--- config.mk ---
export PLATFORM = sky130hd
export DESIGN_NAME = pll_divider_search
export DESIGN_NICKNAME = d
export VERILOG_FILES = /design/src/hw/rtl/plldiv_pkg.sv /design/src/hw/rtl/pll_divider_search.sv /design/src/hw/rtl/plldiv_divider.sv /design/src/hw/rtl/plldiv_datapath.sv /design/src/hw/rtl/plldiv_ctrl.sv
export VERILOG_INCLUDE_DIRS = /design/src /design/src/hw/rtl
export SDC_FILE = /design/constraint.sdc
export NUM_CORES = 1
export LEC_CHECK = 0
export BUFFER_PORTS_ARGS = -buffer_cell sky130_fd_sc_hd__buf_2
export CAP_MARGIN = 10
export CELL_PAD_IN_SITES_DETAIL_PLACEMENT = 0
export CELL_PAD_IN_SITES_GLOBAL_PLACEMENT = 1
export CORE_ASPECT_RATIO = 1.2
export CORE_UTILIZATION = 51
export CTS_BUF_LIST = sky130_fd_sc_hd__clkbuf_2 sky130_fd_sc_hd__clkbuf_4 sky130_fd_sc_hd__clkbuf_8
export CTS_CLUSTER_DIAMETER = 30
export DETAILED_ROUTE_END_ITERATION = 10
export PLACE_DENSITY_LB_ADDON = 0.1
export SLEW_MARGIN = 5
export SYNTH_ARGS = -nofsm -noshare
export SYNTH_HDL_FRONTEND = slang
export SYNTH_SLANG_ARGS = --single-unit
--- constraint.sdc ---
create_clock -name aclk -period 9.95 [get_ports aclk]
set_clock_uncertainty 0.05 [all_clocks]
set_input_delay 2.4875 -clock aclk [delete_from_list [all_inputs] [get_ports aclk]]
set_output_delay 2.4875 -clock aclk [all_outputs]
set_load 0.02 [all_outputs]
--- src/hw/rtl/assert_macros.svh ---
// Assertion helper macros for the PLL divider search RTL.
// Included by the modules that carry concurrent checks; no other dependencies.
`ifndef ASSERT_MACROS_SVH
`define ASSERT_MACROS_SVH
`ifndef SYNTHESIS
// property must hold on every clock edge outside reset
`define ASSERT_PROP(label, clk, rst_n, prop) \
    label: assert property (@(posedge clk) disable iff (!(rst_n)) (prop)) \
        else $error("assertion failed");
// expression must never be true outside reset
`define ASSERT_NEVER(label, clk, rst_n, expr) \
    label: assert property (@(posedge clk) disable iff (!(rst_n)) !(expr)) \
        else $error("forbidden condition seen");
`else
`define ASSERT_PROP(label, clk, rst_n, prop)
`define ASSERT_NEVER(label, clk, rst_n, expr)
`endif
`endif

--- src/hw/rtl/plldiv_pkg.sv ---
// Shared widths, limits, default codes and controller/datapath bundles
// for the PLL divider search. No dependencies.
`default_nettype none

package plldiv_pkg;

    localparam int FIN_W  = 25;   // reference frequency
    localparam int TGT_W  = 32;   // requested frequency
    localparam int FREQ_W = 28;   // scaled target / achieved frequency
    localparam int NR_W   = 6;    // reference divider 2..33
    localparam int NF_W   = 10;   // feedback divider 2..513
    localparam int VCO_W  = 34;   // pfd * nf before window check
    localparam int DEN_W  = 8;    // divisor of the shared divider
    localparam int PROD_W = FIN_W + NF_W;

    // configuration register indexes
    localparam logic CFG_CRYSTAL = 1'b0;
    localparam logic CFG_RC      = 1'b1;

    localparam logic [FIN_W-1:0] CRYSTAL_RESET = 25'd12000000;
    localparam logic [FIN_W-1:0] RC_RESET      = 25'd22118400;

    localparam logic [TGT_W-1:0] LO_BAND_MIN  = 32'd25000000;
    localparam logic [TGT_W-1:0] LO_BAND_MAX  = 32'd50000000;
    localparam logic [TGT_W-1:0] MID_BAND_MAX = 32'd100000000;
    localparam logic [TGT_W-1:0] HI_BAND_MAX  = 32'd200000000;

    localparam logic [FIN_W-1:0] PFD_MIN = 25'd1600000;
    localparam logic [FIN_W-1:0] PFD_MAX = 25'd16000000;
    localparam logic [VCO_W-1:0] VCO_MIN = 34'd100000000;
    localparam logic [VCO_W-1:0] VCO_MAX = 34'd200000000;

    localparam logic [NR_W-1:0] NR_FIRST_XTAL = 6'd2;
    localparam logic [NR_W-1:0] NR_FIRST_RC   = 6'd4;
    localparam logic [NR_W-1:0] NR_LAST       = 6'd33;
    localparam logic [NF_W-1:0] NF_FIRST      = 10'd2;
    localparam logic [NF_W-1:0] NF_LAST       = 10'd513;

    // output divider codes per band
    localparam logic [1:0] ODIV_BY1 = 2'd0;
    localparam logic [1:0] ODIV_BY2 = 2'd1;
    localparam logic [1:0] ODIV_BY4 = 2'd3;

    // fallback setting words: {code[15:14], nr-2 [13:9], nf-2 [8:0]}
    localparam logic [15:0] DEF_XTAL_WORD = 16'hC22E;
    localparam logic [15:0] DEF_RC_WORD   = 16'hD66F;

    localparam logic [1:0]  DEF_XTAL_CODE = DEF_XTAL_WORD[15:14];
    localparam logic [4:0]  DEF_XTAL_NRC  = DEF_XTAL_WORD[13:9];
    localparam logic [8:0]  DEF_XTAL_NFC  = DEF_XTAL_WORD[8:0];
    localparam logic [1:0]  DEF_RC_CODE   = DEF_RC_WORD[15:14];
    localparam logic [4:0]  DEF_RC_NRC    = DEF_RC_WORD[13:9];
    localparam logic [8:0]  DEF_RC_NFC    = DEF_RC_WORD[8:0];

    typedef struct packed {
        logic load_in;      // capture request and reference
        logic div_start;    // launch the shared divider
        logic div_sel_out;  // 0: fin/nr, 1: fin/((code+1)*nr)
        logic nf_init;      // vco = 2*pfd, nf = 2
        logic nf_step;      // score candidate, advance nf
        logic nr_inc;       // next reference divider
        logic mult;         // quotient * nf
        logic out_load;     // fill the output register
    } cmd_t;

    typedef struct packed {
        logic div_done;
        logic in_band;
        logic pfd_ok;
        logic nf_end;
        logic nr_last;
        logic out_free;
    } sts_t;

endpackage

`default_nettype wire

--- src/hw/rtl/pll_divider_search.sv ---
// PLL divider search. One request word on the s_ side names the reference
// (crystal or internal RC) and a target output frequency in Hz; one result
// word on the m_ side gives the output divider code, NR-2, NF-2, the
// frequency actually reached and a flag set when fallback codes were used.
// The target band picks the output divider (25-50 MHz divide by 4, above
// 50-100 MHz by 2, above 100-200 MHz by 1); the block then tries NR from 2
// (crystal) or 4 (RC) to 33, keeping only NR whose comparison frequency lies
// strictly between 1.6 and 16 MHz, and for each scans NF upwards from 2,
// scoring pairs whose VCO lies within 100-200 MHz and keeping the first
// pair with the smallest error. The NF scan of an NR ends at an exact hit
// or once the VCO leaves the window. Targets out of band, or references
// with no usable pair, return the fixed fallback setting for the chosen
// reference with used_default set. One request is in work at a time. Each
// NR runs an integer division (a shared restoring divider, one bit a cycle,
// 25 bits), the comparison frequency check and the step to the next NR; an
// NR that passes the check also scores each NF tried. The VCO passes 200 MHz
// by NF 125 at the latest, so an NR scans at most 124 NF values. The final
// frequency needs another division, a multiply and the output load. s_tready
// is high only while no request is in work; a finished word waits in the
// output register, so the next request can be taken while it is still
// pending on m_. Reference frequencies are to be written through the cfg_
// port between requests; the block does not enforce this. They hold their
// reset values (12 MHz crystal, 22.1184 MHz RC) until then.
`default_nettype none

module pll_divider_search (
    input  wire         aclk,
    input  wire         aresetn,
    // configuration: index 0 crystal frequency, 1 RC oscillator frequency
    input  wire         cfg_wr_en,
    input  wire         cfg_index,
    input  wire [24:0]  cfg_wdata,
    // request
    input  wire         s_tvalid,
    output logic        s_tready,
    input  wire [31:0]  s_tdata,    // [31:0] target_freq
    input  wire         s_tuser,    // [0] ref_source
    // result
    output logic        m_tvalid,
    input  wire         m_tready,
    output logic [47:0] m_tdata,    // [1:0] out_div_code, [6:2] ref_div_code,
                                    // [15:7] fb_div_code, [43:16] achieved_freq,
                                    // [47:44] zero
    output logic        m_tuser     // [0] used_default
);
    import plldiv_pkg::*;

    cmd_t              cmd;
    sts_t              sts;
    logic [1:0]        out_div_code;
    logic [4:0]        ref_div_code;
    logic [8:0]        fb_div_code;
    logic [FREQ_W-1:0] achieved_freq;

    plldiv_ctrl u_ctrl (
        .aclk    (aclk),
        .aresetn (aresetn),
        .s_valid (s_tvalid),
        .s_ready (s_tready),
        .sts     (sts),
        .cmd     (cmd)
    );

    plldiv_datapath u_dp (
        .aclk            (aclk),
        .aresetn         (aresetn),
        .cfg_wr_en       (cfg_wr_en),
        .cfg_index       (cfg_index),
        .cfg_wdata       (cfg_wdata),
        .in_ref_source   (s_tuser),
        .in_target_freq  (s_tdata),
        .cmd             (cmd),
        .sts             (sts),
        .m_valid         (m_tvalid),
        .m_ready         (m_tready),
        .m_out_div_code  (out_div_code),
        .m_ref_div_code  (ref_div_code),
        .m_fb_div_code   (fb_div_code),
        .m_achieved_freq (achieved_freq),
        .m_used_default  (m_tuser)
    );

    assign m_tdata = {4'b0000, achieved_freq, fb_div_code, ref_div_code, out_div_code};

endmodule

`default_nettype wire

--- src/hw/rtl/plldiv_divider.sv ---
// Restoring divider, one quotient bit a cycle, for the PLL divider search.
// Depends on plldiv_pkg for widths.
`default_nettype none

module plldiv_divider (
    input  wire                           aclk,
    input  wire                           aresetn,
    input  wire                           start,
    input  wire [plldiv_pkg::FIN_W-1:0]   dividend,
    input  wire [plldiv_pkg::DEN_W-1:0]   divisor,
    output logic                          busy,
    output logic                          done,
    output logic [plldiv_pkg::FIN_W-1:0]  quotient
);
    import plldiv_pkg::*;

    localparam int CNT_W = $clog2(FIN_W);
    localparam logic [CNT_W-1:0] CNT_LAST = CNT_W'(FIN_W - 1);

    logic                 busy_reg, busy_next;
    logic                 done_reg, done_next;
    logic [CNT_W-1:0]     cnt_reg, cnt_next;
    logic [DEN_W-1:0]     rem_reg, rem_next;
    logic [FIN_W-1:0]     quo_reg, quo_next;
    logic [DEN_W-1:0]     den_reg, den_next;
    logic [DEN_W:0]       trial;
    logic                 ge;

    assign trial = {rem_reg, quo_reg[FIN_W-1]};
    assign ge    = (trial >= {1'b0, den_reg});

    always_comb begin
        busy_next = busy_reg;
        done_next = 1'b0;
        cnt_next  = cnt_reg;
        rem_next  = rem_reg;
        quo_next  = quo_reg;
        den_next  = den_reg;
        if (start) begin
            busy_next = 1'b1;
            cnt_next  = '0;
            rem_next  = '0;
            quo_next  = dividend;
            den_next  = divisor;
        end else if (busy_reg) begin
            rem_next = ge ? DEN_W'(trial - {1'b0, den_reg}) : trial[DEN_W-1:0];
            quo_next = {quo_reg[FIN_W-2:0], ge};
            cnt_next = cnt_reg + 1'b1;
            if (cnt_reg == CNT_LAST) begin
                busy_next = 1'b0;
                done_next = 1'b1;
            end
        end
    end

    always_ff @(posedge aclk) begin
        if (!aresetn) begin
            busy_reg <= 1'b0;
            done_reg <= 1'b0;
        end else begin
            busy_reg <= busy_next;
            done_reg <= done_next;
        end
        cnt_reg <= cnt_next;
        rem_reg <= rem_next;
        quo_reg <= quo_next;
        den_reg <= den_next;
    end

    assign busy     = busy_reg;
    assign done     = done_reg;
    assign quotient = quo_reg;

endmodule

`default_nettype wire

--- src/hw/rtl/plldiv_datapath.sv ---
// Datapath of the PLL divider search: config registers, band decode, NR/NF
// scan registers, shared divider, final multiply and output register.
// Depends on plldiv_pkg, plldiv_divider and assert_macros.svh.
`default_nettype none
`include "assert_macros.svh"

module plldiv_datapath (
    input  wire                               aclk,
    input  wire                               aresetn,
    input  wire                               cfg_wr_en,
    input  wire                               cfg_index,
    input  wire [plldiv_pkg::FIN_W-1:0]       cfg_wdata,
    input  wire                               in_ref_source,
    input  wire [plldiv_pkg::TGT_W-1:0]       in_target_freq,
    input  plldiv_pkg::cmd_t                  cmd,
    output plldiv_pkg::sts_t                  sts,
    output logic                              m_valid,
    input  wire                               m_ready,
    output logic [1:0]                        m_out_div_code,
    output logic [4:0]                        m_ref_div_code,
    output logic [8:0]                        m_fb_div_code,
    output logic [plldiv_pkg::FREQ_W-1:0]     m_achieved_freq,
    output logic                              m_used_default
);
    import plldiv_pkg::*;

    logic [FIN_W-1:0]   crystal_reg, rc_reg;
    logic               rc_sel_reg;
    logic [FIN_W-1:0]   fin_reg;
    logic [FREQ_W-1:0]  tgt_reg, tgt_next;
    logic [1:0]         code_reg, code_next;
    logic               in_band_reg, in_band_next;
    logic [NR_W-1:0]    nr_reg;
    logic [NF_W-1:0]    nf_reg;
    logic [VCO_W-1:0]   vco_reg;
    logic               best_valid_reg;
    logic [NR_W-1:0]    best_nr_reg;
    logic [NF_W-1:0]    best_nf_reg;
    logic [FREQ_W-1:0]  best_err_reg;
    logic [PROD_W-1:0]  prod_reg;
    logic               m_valid_reg;
    logic [1:0]         o_code_reg;
    logic [4:0]         o_nrc_reg;
    logic [8:0]         o_nfc_reg;
    logic [FREQ_W-1:0]  o_freq_reg;
    logic               o_def_reg;

    logic               div_busy, div_done;
    logic [FIN_W-1:0]   quo;
    logic [DEN_W-1:0]   divisor;
    logic [DEN_W-1:0]   odiv;
    logic [2*DEN_W-1:0] den_full;

    logic               in_win;
    logic [FREQ_W-1:0]  err;
    logic               better;
    logic               use_def;
    logic [1:0]         sel_code;
    logic [NR_W-1:0]    sel_nr;
    logic [NF_W-1:0]    sel_nf;

    // configuration writes
    always_ff @(posedge aclk) begin
        if (!aresetn) begin
            crystal_reg <= CRYSTAL_RESET;
            rc_reg      <= RC_RESET;
        end else if (cfg_wr_en) begin
            unique case (cfg_index)
                CFG_CRYSTAL: crystal_reg <= cfg_wdata;
                CFG_RC:      rc_reg      <= cfg_wdata;
                default:     ;
            endcase
        end
    end

    // band decode; target scaled onto the VCO range
    always_comb begin
        in_band_next = 1'b1;
        code_next    = ODIV_BY1;
        tgt_next     = in_target_freq[FREQ_W-1:0];
        if (in_target_freq >= LO_BAND_MIN && in_target_freq <= LO_BAND_MAX) begin
            code_next = ODIV_BY4;
            tgt_next  = {in_target_freq[FREQ_W-3:0], 2'b00};
        end else if (in_target_freq > LO_BAND_MAX && in_target_freq <= MID_BAND_MAX) begin
            code_next = ODIV_BY2;
            tgt_next  = {in_target_freq[FREQ_W-2:0], 1'b0};
        end else if (in_target_freq > MID_BAND_MAX && in_target_freq <= HI_BAND_MAX) begin
            code_next = ODIV_BY1;
        end else begin
            in_band_next = 1'b0;
        end
    end

    // candidate scoring
    assign in_win = (vco_reg >= VCO_MIN) && (vco_reg <= VCO_MAX);
    assign err    = (vco_reg[FREQ_W-1:0] > tgt_reg) ? vco_reg[FREQ_W-1:0] - tgt_reg
                                                    : tgt_reg - vco_reg[FREQ_W-1:0];
    assign better = in_win && (!best_valid_reg || err < best_err_reg);

    // final selection, fallback when out of band or nothing fit
    assign use_def  = !in_band_reg || !best_valid_reg;
    assign sel_code = use_def ? (rc_sel_reg ? DEF_RC_CODE : DEF_XTAL_CODE) : code_reg;
    assign sel_nr   = use_def ? NR_W'({1'b0, rc_sel_reg ? DEF_RC_NRC : DEF_XTAL_NRC}) + 6'd2
                              : best_nr_reg;
    assign sel_nf   = use_def ? NF_W'({1'b0, rc_sel_reg ? DEF_RC_NFC : DEF_XTAL_NFC}) + 10'd2
                              : best_nf_reg;

    assign odiv     = DEN_W'(sel_code) + 8'd1;
    assign den_full = odiv * DEN_W'(sel_nr);
    assign divisor  = cmd.div_sel_out ? den_full[DEN_W-1:0] : DEN_W'(nr_reg);

    plldiv_divider u_div (
        .aclk     (aclk),
        .aresetn  (aresetn),
        .start    (cmd.div_start),
        .dividend (fin_reg),
        .divisor  (divisor),
        .busy     (div_busy),
        .done     (div_done),
        .quotient (quo)
    );

    // search registers
    always_ff @(posedge aclk) begin
        if (!aresetn) begin
            best_valid_reg <= 1'b0;
            in_band_reg    <= 1'b0;
        end else begin
            if (cmd.load_in) begin
                best_valid_reg <= 1'b0;
                in_band_reg    <= in_band_next;
            end else if (cmd.nf_step && better) begin
                best_valid_reg <= 1'b1;
            end
        end
        if (cmd.load_in) begin
            rc_sel_reg <= in_ref_source;
            fin_reg    <= in_ref_source ? rc_reg : crystal_reg;
            tgt_reg    <= tgt_next;
            code_reg   <= code_next;
            nr_reg     <= in_ref_source ? NR_FIRST_RC : NR_FIRST_XTAL;
        end else if (cmd.nr_inc) begin
            nr_reg <= nr_reg + 1'b1;
        end
        if (cmd.nf_init) begin
            nf_reg  <= NF_FIRST;
            vco_reg <= {{(VCO_W-FIN_W-1){1'b0}}, quo, 1'b0};
        end else if (cmd.nf_step) begin
            nf_reg  <= nf_reg + 1'b1;
            vco_reg <= vco_reg + VCO_W'(quo);
        end
        if (cmd.nf_step && better) begin
            best_nr_reg  <= nr_reg;
            best_nf_reg  <= nf_reg;
            best_err_reg <= err;
        end
        if (cmd.mult) begin
            prod_reg <= quo * sel_nf;
        end
    end

    // output register
    always_ff @(posedge aclk) begin
        if (!aresetn) begin
            m_valid_reg <= 1'b0;
        end else if (cmd.out_load) begin
            m_valid_reg <= 1'b1;
        end else if (m_ready) begin
            m_valid_reg <= 1'b0;
        end
        if (cmd.out_load) begin
            o_code_reg <= sel_code;
            o_nrc_reg  <= 5'(sel_nr - 6'd2);
            o_nfc_reg  <= 9'(sel_nf - 10'd2);
            o_freq_reg <= prod_reg[FREQ_W-1:0];
            o_def_reg  <= use_def;
        end
    end

    assign sts.div_done = div_done;
    assign sts.in_band  = in_band_reg;
    assign sts.pfd_ok   = (quo > PFD_MIN) && (quo < PFD_MAX);
    assign sts.nf_end   = (nf_reg == NF_LAST) || (vco_reg > VCO_MAX) || (in_win && err == '0);
    assign sts.nr_last  = (nr_reg == NR_LAST);
    assign sts.out_free = !m_valid_reg || m_ready;

    assign m_valid         = m_valid_reg;
    assign m_out_div_code  = o_code_reg;
    assign m_ref_div_code  = o_nrc_reg;
    assign m_fb_div_code   = o_nfc_reg;
    assign m_achieved_freq = o_freq_reg;
    assign m_used_default  = o_def_reg;

    `ASSERT_NEVER(a_load_over_pending, aclk, aresetn, cmd.out_load && m_valid_reg && !m_ready)
    `ASSERT_NEVER(a_div_restart, aclk, aresetn, cmd.div_start && div_busy)
    `ASSERT_PROP(a_nf_in_range, aclk, aresetn, cmd.nf_step |-> (nf_reg >= NF_FIRST && nf_reg <= NF_LAST))
    `ASSERT_PROP(a_best_in_win, aclk, aresetn, (cmd.nf_step && better) |=> (best_valid_reg && best_err_reg <= VCO_MAX[FREQ_W-1:0]))

endmodule

`default_nettype wire

--- src/hw/rtl/plldiv_ctrl.sv ---
// Sequencer of the PLL divider search: walks NR, the NF scan, the final
// division and the output hand-off. Depends on plldiv_pkg.
`default_nettype none

module plldiv_ctrl (
    input  wire               aclk,
    input  wire               aresetn,
    input  wire               s_valid,
    output logic              s_ready,
    input  plldiv_pkg::sts_t  sts,
    output plldiv_pkg::cmd_t  cmd
);
    import plldiv_pkg::*;

    typedef enum logic [10:0] {
        ST_IDLE       = 11'b000_0000_0001,
        ST_SETUP      = 11'b000_0000_0010,
        ST_DIV_START  = 11'b000_0000_0100,
        ST_DIV_WAIT   = 11'b000_0000_1000,
        ST_PFD_CHECK  = 11'b000_0001_0000,
        ST_NF_SCAN    = 11'b000_0010_0000,
        ST_NR_NEXT    = 11'b000_0100_0000,
        ST_FDIV_START = 11'b000_1000_0000,
        ST_FDIV_WAIT  = 11'b001_0000_0000,
        ST_MULT       = 11'b010_0000_0000,
        ST_FINISH     = 11'b100_0000_0000
    } state_t;

    state_t state_reg, state_next;

    always_comb begin
        state_next = state_reg;
        cmd        = '0;
        unique case (state_reg)
            ST_IDLE: begin
                if (s_valid) begin
                    cmd.load_in = 1'b1;
                    state_next  = ST_SETUP;
                end
            end
            ST_SETUP: begin
                state_next = sts.in_band ? ST_DIV_START : ST_FDIV_START;
            end
            ST_DIV_START: begin
                cmd.div_start = 1'b1;
                state_next    = ST_DIV_WAIT;
            end
            ST_DIV_WAIT: begin
                if (sts.div_done) begin
                    state_next = ST_PFD_CHECK;
                end
            end
            ST_PFD_CHECK: begin
                if (sts.pfd_ok) begin
                    cmd.nf_init = 1'b1;
                    state_next  = ST_NF_SCAN;
                end else begin
                    state_next = ST_NR_NEXT;
                end
            end
            ST_NF_SCAN: begin
                cmd.nf_step = 1'b1;
                if (sts.nf_end) begin
                    state_next = ST_NR_NEXT;
                end
            end
            ST_NR_NEXT: begin
                if (sts.nr_last) begin
                    state_next = ST_FDIV_START;
                end else begin
                    cmd.nr_inc = 1'b1;
                    state_next = ST_DIV_START;
                end
            end
            ST_FDIV_START: begin
                cmd.div_start   = 1'b1;
                cmd.div_sel_out = 1'b1;
                state_next      = ST_FDIV_WAIT;
            end
            ST_FDIV_WAIT: begin
                cmd.div_sel_out = 1'b1;
                if (sts.div_done) begin
                    state_next = ST_MULT;
                end
            end
            ST_MULT: begin
                cmd.mult   = 1'b1;
                state_next = ST_FINISH;
            end
            ST_FINISH: begin
                if (sts.out_free) begin
                    cmd.out_load = 1'b1;
                    state_next   = ST_IDLE;
                end
            end
            default: state_next = ST_IDLE;
        endcase
    end

    always_ff @(posedge aclk) begin
        if (!aresetn) begin
            state_reg <= ST_IDLE;
        end else begin
            state_reg <= state_next;
        end
    end

    assign s_ready = (state_reg == ST_IDLE);

endmodule

`default_nettype wire

==> results of run 1 <==
==> through the flow <==
stage / hold WS [ns] / worst slack, ns / instance area, µm²
after floorplan: 0.350 / 2.79 / 26700
after detailed placement: 0.355 / 2.09 / 27800
after CTS: 0.370 / 2.01 / 29700
final: 0.369 / 2.00 / 29700
after global placement: 0.351 / 2.23 / 27800
after global routing: 0.374 / 1.62 / 29700
==> layout make-up <==
| cell class | count | area, µm² |
|---|---|---|
| fillers | 4685 | 21800 |
| clock buffers | 92 | 1220 |
| diodes | 1 | 2.50 |
| flip-flops and latches | 335 | 9080 |
| repair buffers | 140 | 776 |
| well taps | 697 | 872 |
| clock inverters | 54 | 713 |
| multi-input cells | 2105 | 15900 |
| inverters | 301 | 1130 |
==> where the power goes <==
part           internal, µW  switching, µW  leakage (µW)  total [µW]
sequential             1560           37.2       0.00301        1600
combinational           283            447       0.00901         729
clock                  1220            712      0.000958        1930
==> cells in the final DEF (no fill, tap or decap), drive strengths merged, types with 9 or more instances in the layout <==
cell type and n:
xor2 51, nor3 43, buf 140, or2 9, nor2b 28, clkinvlp 10
nand4 42, nand2b 29, and4 10, clkbuf 92, dfxtp 98, nand2 467
o21a 25, o21bai 16, o31ai 11, inv 304, a22oi 25, bufinv 15
mux2i 11, nor2 139, mux2 27, fa 172, a21o 51, clkinv 26
and2 120, a211oi 19, a21oi 126, nor4 23, and3 24, nand3 48
a31oi 13, or3 16, a22o 25, xnor2 85, ha 176, edfxtp 237
a21boi 42, o21ai 110
==> how the worst min path moves through the flow <==
stage                                            from                                  to  slack [ns]  depth (start not counted)
after global routing      u_dp.prod_reg[19]$_DFFE_PP_  u_dp.m_achieved_freq[19]$_DFFE_PP_        0.37                          0
after CTS                 u_dp.prod_reg[10]$_DFFE_PP_  u_dp.m_achieved_freq[10]$_DFFE_PP_        0.37                          0
after floorplan            u_dp.prod_reg[0]$_DFFE_PP_   u_dp.m_achieved_freq[0]$_DFFE_PP_        0.35                          0
after global placement    u_dp.prod_reg[19]$_DFFE_PP_  u_dp.m_achieved_freq[19]$_DFFE_PP_        0.35                          0
after detailed placement   u_dp.prod_reg[3]$_DFFE_PP_   u_dp.m_achieved_freq[3]$_DFFE_PP_        0.36                          0
final                     u_dp.prod_reg[10]$_DFFE_PP_  u_dp.m_achieved_freq[10]$_DFFE_PP_        0.37                          0
==> metal layers <==
layer | vias up | track usage | routed length (µm)
met3 | 164 | 0.0416 | 3810
met2 | 602 | 0.496 | 37500
met5 | - | 0 | 0
li1 | 10000 | - | -
met4 | 0 | 0.143 | 3310
met1 | 10400 | 0.346 | 30600
==> cell families after synthesis <==
kind of cell / Yosys count / synth area share
DFF: 335 / 0.340
other: 1 / 0.000141
buffers and inverters: 447 / 0.0642
xor gates and xnor gates: 136 / 0.0446
and+or+nand+nor: 1035 / 0.186
AOI/OAI and AO/OA: 544 / 0.138
muxes: 38 / 0.0155
adders and majority gates: 348 / 0.212
==> worst max-delay path: stages (launching register included) <==
cell      delay (ns)
dfxtp_1         0.40
and2_1          0.20
buf_4           0.19
inv_1           0.14
and2_0          0.43
a21o_1          0.74
nand2_1         0.18
fa_1            0.57
inv_1           0.05
fa_1            0.46
fa_1            0.52
fa_1            0.55
inv_1           0.05
fa_1            0.52
inv_1           0.04
ha_1            0.35
a21o_1          0.21
a21o_1          0.18
a21oi_1         0.16
o31ai_1         0.18
a21boi_0        0.34
o21ai_0         0.17
a21oi_1         0.26
nor2b_1         0.10
o21a_1          0.19
o41a_1          0.32
xor2_1          0.14
==> Yosys cell counts, types with 10 or more instances <==
cell      number
a211oi_1      17
a21boi_0      42
a21o_1        50
a21oi_1      125
a22o_1        25
a22oi_1       25
a31oi_1       13
and2_1       119
and3_1        23
and4_1        10
buf_2         10
clkbuf_1     123
dfxtp_1       98
edfxtp_1     237
fa_1         172
ha_1         176
inv_1        300
mux2_2        27
mux2i_1       11
nand2_1      467
nand2b_1      29
nand3_1       48
nand4_1       42
nor2_1       139
nor2b_1       28
nor3_1        43
nor4_1        23
o21a_1        25
o21ai_0      105
o21bai_1      16
o31ai_1       10
or3_1         16
xnor2_1       85
xor2_1        51
==> qor.log, run 1 <==
[grt] Overall Global Routing Usage 0.286
[yosys] cell type contributing the most total cell area after synthesis edfxtp_1
[pwr] Max IR drop VDD 153 µV
[pwr] total power after layout 4260 µW
[clock_network] maximum clock insertion buffer count 3
[timing] final count of negative-setup-slack endpoints 0
[finish] fraction of final layout cells sized beyond drive strength 1 0.110
[placed_design] global placement routability congestion 0.944
[route] Initial DRC Count 1,340
[floorplan] I/O Pins 115
[yosys] area of the mapped netlist 0.0267 mm²
[clock_network] clock-pin slew on the worst setup and hold paths 0.06 ns
[setup_path] critical register-to-register path startpoint u_dp.best_valid_reg$_SDFFE_PP0P_
[clock_network] number of buffers inserted to repair setup after CTS 0
[job] max-capacitance violation count 0
[yosys] most instantiated flip-flop cell in the synthesis netlist edfxtp_1
[setup_path] element type at the critical path start register
[floorplan] x dimension of the die 211 µm
[route] number of vias per cell 5.69
[floorplan] area inside the core boundary 0.0516 mm²
[floorplan] number of cell rows 91
[min_path] HP Class register to register
[timing] relative slew slack 0.243
[yosys] register area share after synthesis 0.340
[clock_network] H-tree levels 3
[clock_network] number of buffers inserted during clock tree synthesis 78
[yosys] synthesis-stage register bit count 335
[yosys] number of warnings issued by yosys 0
[clock_network] hold-fix buffer count after cts 0
[clock_network] Resized Gates After CTS 0
[timing] number of endpoints with negative hold slack in the final report 0
[pwr] Power Density 143 mW/mm²
[setup_path] end of the worst register-to-register path u_dp.prod_reg[26]$_DFFE_PP_
[grt] first-pass GRT wire length 118,000 µm
[route] TritonRoute pass-1 iters 5
[timing] Final Max Slew Viols 0
[grt] number of antenna violations at the first check in global routing 1
[finish] max reg flops 34
[route] final WL 75,200 µm
[timing] RSZ-0062 raised after global routing false
[yosys] share of synthesized registers carrying an async set or reset 0
[yosys] average cell area after synthesis 9.25 µm²
[placed_design] placed insts 3,578
[finish] number of nets in the finished design 3,373
[timing] post-route setup TNS 0 ns
[pwr] Leakage 0.0130 µW
[setup_path] arrival time reported for the critical path endpoint 8.30 ns
[floorplan] overall die area 0.0532 mm²
[route] ANT nets after route 0
[yosys] number of flops mapped to enable cells by yosys 237
[timing] ratio of final minimum period to clock period 0.799
[setup_path] FF-to-FF setup slack 2.00 ns
[setup_path] Worst Setup SP u_dp.best_valid_reg$_SDFFE_PP0P_
[grt] maximum number of pins on one net before global-route repair 64
[route] DRC violation count after routing 0
[floorplan] initial standard-cell utilization of the core 0.517
[timing] slew at the pin closest to its max-slew limit 1.14 ns
[timing] minimum clock period after layout 7.95 ns
[finish] number of non-filler instances in the completed layout 3,725
[setup_path] critical path fanouts, max 23
[yosys] Distinct cells, synth 90
[yosys] main area contributors after synthesis edfxtp_1 (27%), fa_1 (13%), ha_1 (8.3%)
[finish] post-synthesis to final-layout area growth 11.4%
[setup_path] type of element capturing the critical path register
[route] detailed-route via count 21,200
[yosys] number of cells produced by synthesis 2,884
[timing] highest attainable clock frequency 126 MHz
[setup_path] type of the setup path with the least slack register to register
[placed_design] detailed placer's ending HPWL 56,300 µm
[setup_path] number of cells on the worst reg-to-reg path 26
[grt] number of global-route vias before repair 21,600
[status] status complete, no violations
[setup_path] Worst Setup EP u_dp.prod_reg[26]$_DFFE_PP_
[clock_network] count of clock tree sinks 335
[setup_path] Worst EP required 10.30 ns
[finish] Core Util, Final 0.576
[clock_network] clock tree from TritonCTS built
[clock_network] insertion delay of the later-clocked pin in the worst-skew pair 0.66 ns
[clock_network] master cell of the clock root buffer clkbuf_8
[floorplan] DIE HEIGHT 253 µm
[grt] total overflow reported by the global router 0
[placed_design] Buffers on Ports 110
[route] Routed WL per cell 20.2 µm
[yosys] share of the synthesized area in the top cell type 0.267
(Power assumes the default switching activity.)
==> run 2, diff against run 1 <==
Clock period 9.95 ns to 7.9 ns, I/O delays scaled along.
==> run 2 against run 1 <==
Global-route usage is 0.41 points lower. Largest power group is now registers. Highest routed layer unchanged. Combinational power is 25% higher. Total power is 14% higher. Wire length is 2.0% lower.
==> qor.log, run 2 (synthesis results as in run 1) <==
[placed_design] detailed placer's ending HPWL 56,000 µm [-0.62%]
[min_path] HP Class register to register
[timing] final count of negative-setup-slack endpoints 0 [unchanged]
[grt] Overall Global Routing Usage 0.282 [-0.00409]
[clock_network] count of clock tree sinks 335 [unchanged]
[timing] relative slew slack 0.214 [-0.0286]
[clock_network] insertion delay of the later-clocked pin in the worst-skew pair 0.65 ns [about the same]
[timing] minimum clock period after layout 7.28 ns [-0.673 ns]
[floorplan] overall die area 0.0532 mm² [unchanged]
[setup_path] type of element capturing the critical path register
[clock_network] number of buffers inserted to repair setup after CTS 0 [unchanged]
[finish] most used cells in the layout excluding fill and tap cells nand2_1 (467), inv_1 (300), edfxtp_1 (237)
[setup_path] critical register-to-register path startpoint u_dp.in_band_reg$_SDFFE_PN0P_
[floorplan] DIE HEIGHT 253 µm [unchanged]
[placed_design] Buffers on Ports 110 [unchanged]
[timing] ratio of final minimum period to clock period 0.921 [+0.122]
[floorplan] initial standard-cell utilization of the core 0.517 [unchanged]
[timing] number of endpoints with negative hold slack in the final report 0 [unchanged]
[setup_path] type of the setup path with the least slack register to register
[route] ANT nets after route 0 [unchanged]
[pwr] Max IR drop VDD 174 µV [+14%]
[route] final WL 73,700 µm [-2.0%]
[finish] Core Util, Final 0.570 [-0.00667]
[clock_network] clock tree from TritonCTS built
[min_path] hold path cells 0 [unchanged]
[grt] number of global-route vias before repair 21,400 [-0.70%]
[clock_network] hold-fix buffer count after cts 0 [unchanged]
[clock_network] maximum clock insertion buffer count 3 [unchanged]
[finish] post-synthesis to final-layout area growth 10.1%
[route] TritonRoute pass-1 iters 5 [unchanged]
[timing] slew at the pin closest to its max-slew limit 1.18 ns [+0.0429 ns]
[timing] highest attainable clock frequency 137 MHz [+9.2%]
[floorplan] x dimension of the die 211 µm [unchanged]
[setup_path] number of cells on the worst reg-to-reg path 24 [-7.7%]
[setup_path] arrival time reported for the critical path endpoint 7.61 ns [-0.69 ns]
[setup_path] Worst Setup EP u_dp.prod_reg[26]$_DFFE_PP_
[clock_network] Resized Gates After CTS 0 [unchanged]
[grt] number of antenna violations at the first check in global routing 1 [unchanged]
[floorplan] area inside the core boundary 0.0516 mm² [unchanged]
[setup_path] Worst EP required 8.23 ns [-2.07 ns]
[finish] max reg flops 34 [unchanged]
[placed_design] global placement routability congestion 0.940 [-0.39%]
[route] number of vias per cell 5.66 [-0.52%]
[grt] maximum number of pins on one net before global-route repair 50 [-22%]
[route] detailed-route via count 21,100 [-0.70%]
[floorplan] number of cell rows 91 [unchanged]
[status] status complete, no violations
[clock_network] H-tree levels 3 [unchanged]
[setup_path] element type at the critical path start register
[timing] Final Max Slew Viols 0 [unchanged]
[job] max-capacitance violation count 0 [unchanged]
[route] Routed WL per cell 19.8 µm [-1.9%]
[placed_design] Placement Setup Slack 0.636 ns [-1.45 ns]
[pwr] Leakage 0.0129 µW [-0.87%]
[clock_network] master cell of the clock root buffer clkbuf_8
[setup_path] critical path fanouts, max 11 [-52%]
[pwr] Power Density 166 mW/mm² [+16%]
[setup_path] FF-to-FF setup slack 0.62 ns [-1.38 ns]
[setup_path] end of the worst register-to-register path u_dp.prod_reg[26]$_DFFE_PP_
[grt] total overflow reported by the global router 0 [unchanged]
[clock_network] number of buffers inserted during clock tree synthesis 70 [-10%]
[route] DRC violation count after routing 0 [unchanged]
[finish] number of nets in the finished design 3,378 [+0.15%]
[finish] most common cell after layout, fill and taps aside nand2_1
[timing] post-route setup TNS 0 ns [unchanged]
[finish] fraction of final layout cells sized beyond drive strength 1 0.110 [-0.000738]
[route] Initial DRC Count 1,233 [-8.0%]
[timing] Worst Hold Margin 0.365 ns [-0.00424 ns]
[timing] Worst Setup Slack, final 0.624 ns [-1.38 ns]
[pwr] total power after layout 4870 µW [+14%]
[grt] first-pass GRT wire length 117,000 µm [-1.3%]
[timing] RSZ-0062 raised after global routing false
[setup_path] Worst Setup SP u_dp.in_band_reg$_SDFFE_PN0P_
[clock_network] clock-pin slew on the worst setup and hold paths 0.06 ns [about the same]
[floorplan] I/O Pins 115 [unchanged]
==> run 2: changes by cell type in the layout (fill, tap and decap cells not counted) <==
| cell | previous run | this run |
|---|---|---|
| clkbuf_4 | 8 | 16 |
| clkbuf_8 | 84 | 74 |
| clkinv_1 | 8 | 4 |
| inv_4 | 0 | 3 |
| buf_4 | 30 | 42 |
| clkinvlp_4 | 10 | 4 |
| clkinv_4 | 5 | 2 |
| clkinv_2 | 11 | 14 |
| buf_12 | 0 | 1 |
| clkinv_8 | 2 | 0 |
| bufinv_16 | 15 | 5 |
| inv_6 | 3 | 4 |
==> run 2: stage by stage <==
stage                     cell area [µm²]  std cells
after CTS                           29400       3717
after global routing                29400       3718
after floorplan                     26700       2887
after global placement              27900       3591
final                               29400       3718
after detailed placement            27900       3591
==> run 2: cell type report <==
type | instances | area [µm²]
fillers | 4719 | 22200
multi-input cells | 2105 | 15900
clock buffers | 90 | 1140
clock inverters | 36 | 337
diodes | 1 | 2.50
flip-flops and latches | 335 | 9080
well taps | 697 | 872
inverters | 301 | 1130
repair buffers | 153 | 886
==> run 2: per-layer routing <==
metal	routed length (µm)	global-route usage	vias to the layer above
met4	2680	0.115	0
met2	36800	0.493	525
met3	3370	0.0354	143
met5	0	0	-
li1	-	-	10000
met1	30800	0.352	10400
==> run 2: critical path: stages, from the launching register on <==
cell and delay [ns]:
dfxtp_1 0.51, and2_1 0.20, inv_1 0.15, and2_0 0.24
a21o_1 0.34, and2_1 0.26, fa_1 0.56, fa_1 0.45
fa_1 0.52, fa_1 0.55, inv_1 0.06, fa_1 0.53
inv_1 0.04, ha_1 0.35, a21o_1 0.17, a21o_1 0.16
a21oi_1 0.15, nor3b_1 0.24, a21boi_0 0.29, o21ai_0 0.14
a21oi_1 0.31, nor2b_1 0.09, o21a_1 0.19, o41a_1 0.32
xor2_1 0.15
==> run 2: how the worst min path moves through the flow <==
stage / start / endpoint / slack, ns
2_1_floorplan: u_dp.prod_reg[0]$_DFFE_PP_ / u_dp.m_achieved_freq[0]$_DFFE_PP_ / 0.35
3_3_place_gp: u_dp.prod_reg[20]$_DFFE_PP_ / u_dp.m_achieved_freq[20]$_DFFE_PP_ / 0.35
3_5_place_dp: u_dp.prod_reg[0]$_DFFE_PP_ / u_dp.m_achieved_freq[0]$_DFFE_PP_ / 0.35
4_1_cts: u_dp.prod_reg[0]$_DFFE_PP_ / u_dp.m_achieved_freq[0]$_DFFE_PP_ / 0.37
5_1_grt: u_dp.prod_reg[10]$_DFFE_PP_ / u_dp.m_achieved_freq[10]$_DFFE_PP_ / 0.37
6_report: u_dp.prod_reg[10]$_DFFE_PP_ / u_dp.m_achieved_freq[10]$_DFFE_PP_ / 0.36
==> run 2: report_power, final <==
| group | switching (µW) | internal, µW |
|---|---|---|
| combinational | 553 | 358 |
| sequential | 49.5 | 1970 |
| clock | 818 | 1120 |
| total | 1420 | 3450 |
==> run 3, diff against run 2 <==
Settings changed: CORE_UTILIZATION 51 to 25.
==> run 3 against run 2 <==
Clock power up 56%. Combinational power grew 2%. Die area up 100%. Utilization fell by 27 points. Critical path depth stayed put. Highest routed layer unchanged.
==> qor.log, run 3 (synthesis results as in run 1) <==
[setup_path] Worst EP required 8.33 ns [+0.10 ns]
[setup_path] type of the setup path with the least slack register to register
[placed_design] placed insts 4,300 [+20%]
[floorplan] I/O Pins 115 [unchanged]
[grt] total overflow reported by the global router 0 [unchanged]
[clock_network] number of buffers inserted during clock tree synthesis 94 [+34%]
[setup_path] worst path bufs/invs 4 [+1]
[route] detailed-route via count 21,100 [+0.33%]
[setup_path] Crit. path cell count 24 [unchanged]
[pwr] total power after layout 5980 µW [+23%]
[route] ANT nets after route 0 [unchanged]
[timing] ratio of final minimum period to clock period 0.929 [+0.00778]
[grt] global-route layer with the greatest usage met2
[clock_network] clock tree from TritonCTS built
[grt] number of global-route vias before repair 22,000 [+2.7%]
[route] TritonRoute pass-1 iters 6 [+1]
[clock_network] insertion delay of the later-clocked pin in the worst-skew pair 0.76 ns [+0.11 ns]
[finish] number of non-filler instances in the completed layout 4,480 [+20%]
[timing] Final Max Slew Viols 0 [unchanged]
[placed_design] global placement routability congestion 0.845 [-10%]
[grt] met1 layer usage reported by global route 0.205 [-0.146]
[timing] RSZ-0062 raised after global routing false
[grt] met3 usage 0.0218 [-0.0136]
[placed_design] Placement Setup Slack 0.547 ns [-0.0896 ns]
[setup_path] critical path fanouts, max 15 [+4]
[clock_network] number of buffers inserted to repair setup after CTS 0 [unchanged]
[grt] Overall Global Routing Usage 0.162 [-0.120]
[route] Initial DRC Count 1,084 [-12%]
[floorplan] x dimension of the die 300 µm [+42%]
[grt] maximum number of pins on one net before global-route repair 64 [+28%]
[clock_network] hold-fix buffer count after cts 0 [unchanged]
[route] number of vias per cell 4.72 [-17%]
[clock_network] clock-pin slew on the worst setup and hold paths 0.06 ns [about the same]
[clock_network] master cell of the clock root buffer clkbuf_8
[placed_design] detailed placer's ending HPWL 66,900 µm [+19%]
[timing] final count of negative-setup-slack endpoints 0 [unchanged]
[timing] minimum clock period after layout 7.34 ns [+0.0615 ns]
[setup_path] largest stage delay on the critical path 0.55 ns [about the same]
[grt] number of antenna violations at the first check in global routing 1 [unchanged]
[finish] final std cell area, no fill 0.0314 mm² [+6.8%]
[setup_path] arrival time reported for the critical path endpoint 7.77 ns [+0.16 ns]
[finish] max reg flops 34 [unchanged]
[grt] first-pass GRT wire length 134,000 µm [+15%]
[setup_path] Top cell by count, worst path fa_1
[route] final WL 87,000 µm [+18%]
[finish] post-synthesis to final-layout area growth 17.6%
[timing] post-route setup TNS 0 ns [unchanged]
[timing] Worst Setup Slack, final 0.563 ns [-0.0615 ns]
[timing] highest attainable clock frequency 136 MHz [-0.84%]
[finish] fraction of final layout cells sized beyond drive strength 1 0.130 [+0.0200]
[setup_path] Critical Path, Cell by Cell and2_1, buf_4, nand2b_1, and2_1, fa_1, fa_1, inv_1, fa_1, inv_1, fa_1, fa_1, ha_1, o21a_1, o21ai_0, inv_1, a21oi_1, o31ai_1, a21boi_0, o21ai_0, a21oi_1, nor2b_1, o21a_1, o41a_1, xor2_1
[pwr] Power Density 191 mW/mm² [+15%]
[timing] number of endpoints with negative hold slack in the final report 0 [unchanged]
[clock_network] maximum clock insertion buffer count 3 [unchanged]
[finish] number of nets in the finished design 3,423 [+1.3%]
[route] DRC violation count after routing 0 [unchanged]
[floorplan] initial standard-cell utilization of the core 0.254 [-0.264]
[pwr] Max IR drop VDD 135 µV [-23%]
[placed_design] Buffers on Ports 110 [unchanged]
[clock_network] H-tree levels 3 [unchanged]
[finish] most used cells in the layout excluding fill and tap cells nand2_1 (467), inv_1 (300), edfxtp_1 (237)
[min_path] hold path cells 0 [unchanged]
[pwr] Leakage 0.0134 µW [+4.1%]
[setup_path] number of cells on the worst reg-to-reg path 24 [unchanged]
[floorplan] DIE HEIGHT 360 µm [+42%]
[placed_design] cell area after placement 0.0289 mm² [+3.6%]
[timing] relative slew slack 0.204 [-0.0103]
[route] Routed WL per cell 19.4 µm [-2.0%]
[job] max-capacitance violation count 0 [unchanged]
[floorplan] area inside the core boundary 0.105 mm² [+100%]
[setup_path] kind of cell with the highest combined delay on the critical path adder cells
[setup_path] element type at the critical path start register
[floorplan] number of cell rows 130 [+43%]
[clock_network] count of clock tree sinks 335 [unchanged]
[finish] most common cell after layout, fill and taps aside nand2_1
[setup_path] slowest stage cell on the critical path fa_1
[status] status complete, no violations
[clock_network] Resized Gates After CTS 0 [unchanged]
[timing] slew at the pin closest to its max-slew limit 1.19 ns [+0.0108 ns]
[grt] met2 track demand over resource in global routing 0.274 [-0.218]
[min_path] HP Class register to register
[setup_path] type of element capturing the critical path register
[floorplan] overall die area 0.108 mm² [+100%]
[run 3: final timing paths]
check	from	endpoint	slack, ns
min reg2reg	u_dp.prod_reg[20]$_DFFE_PP_	u_dp.m_achieved_freq[20]$_DFFE_PP_	0.36
min	u_dp.prod_reg[20]$_DFFE_PP_	u_dp.m_achieved_freq[20]$_DFFE_PP_	0.36
max	u_dp.in_band_reg$_SDFFE_PN0P_	u_dp.prod_reg[26]$_DFFE_PP_	0.56
max reg2reg	u_dp.in_band_reg$_SDFFE_PN0P_	u_dp.prod_reg[26]$_DFFE_PP_	0.56
[run 3: report_power, final]
| group | internal, µW | switching, µW |
|---|---|---|
| Clock | 1950 | 1080 |
| Combinational | 363 | 565 |
| Sequential | 1970 | 53.0 |
[run 3: area by class of cell]
| cell class | instances | area [µm²] |
|---|---|---|
| clock buffers | 99 | 1340 |
| inverters | 301 | 1130 |
| clock inverters | 79 | 1110 |
| well taps | 1386 | 1730 |
| diodes | 1 | 2.50 |
| repair buffers | 174 | 1050 |
| multi-input cells | 2105 | 15900 |
| flip-flops and latches | 335 | 9080 |
| fillers | 11000 | 73900 |
[run 3: routing by layer]
| metal | up-vias | wire, µm |
|---|---|---|
| li1 | 10100 | - |
| met1 | 10400 | 38700 |
| met2 | 420 | 42300 |
| met3 | 132 | 2960 |
| met4 | 0 | 3050 |
| met5 | - | 0 |
[run 3: metrics by stage]
step	hold slack, ns	utilization
2_1_floorplan	0.350	-
3_3_place_gp	0.355	0.275
3_5_place_dp	0.356	0.275
4_1_cts	0.365	0.298
5_1_grt	0.367	0.298
6_report	0.362	0.298
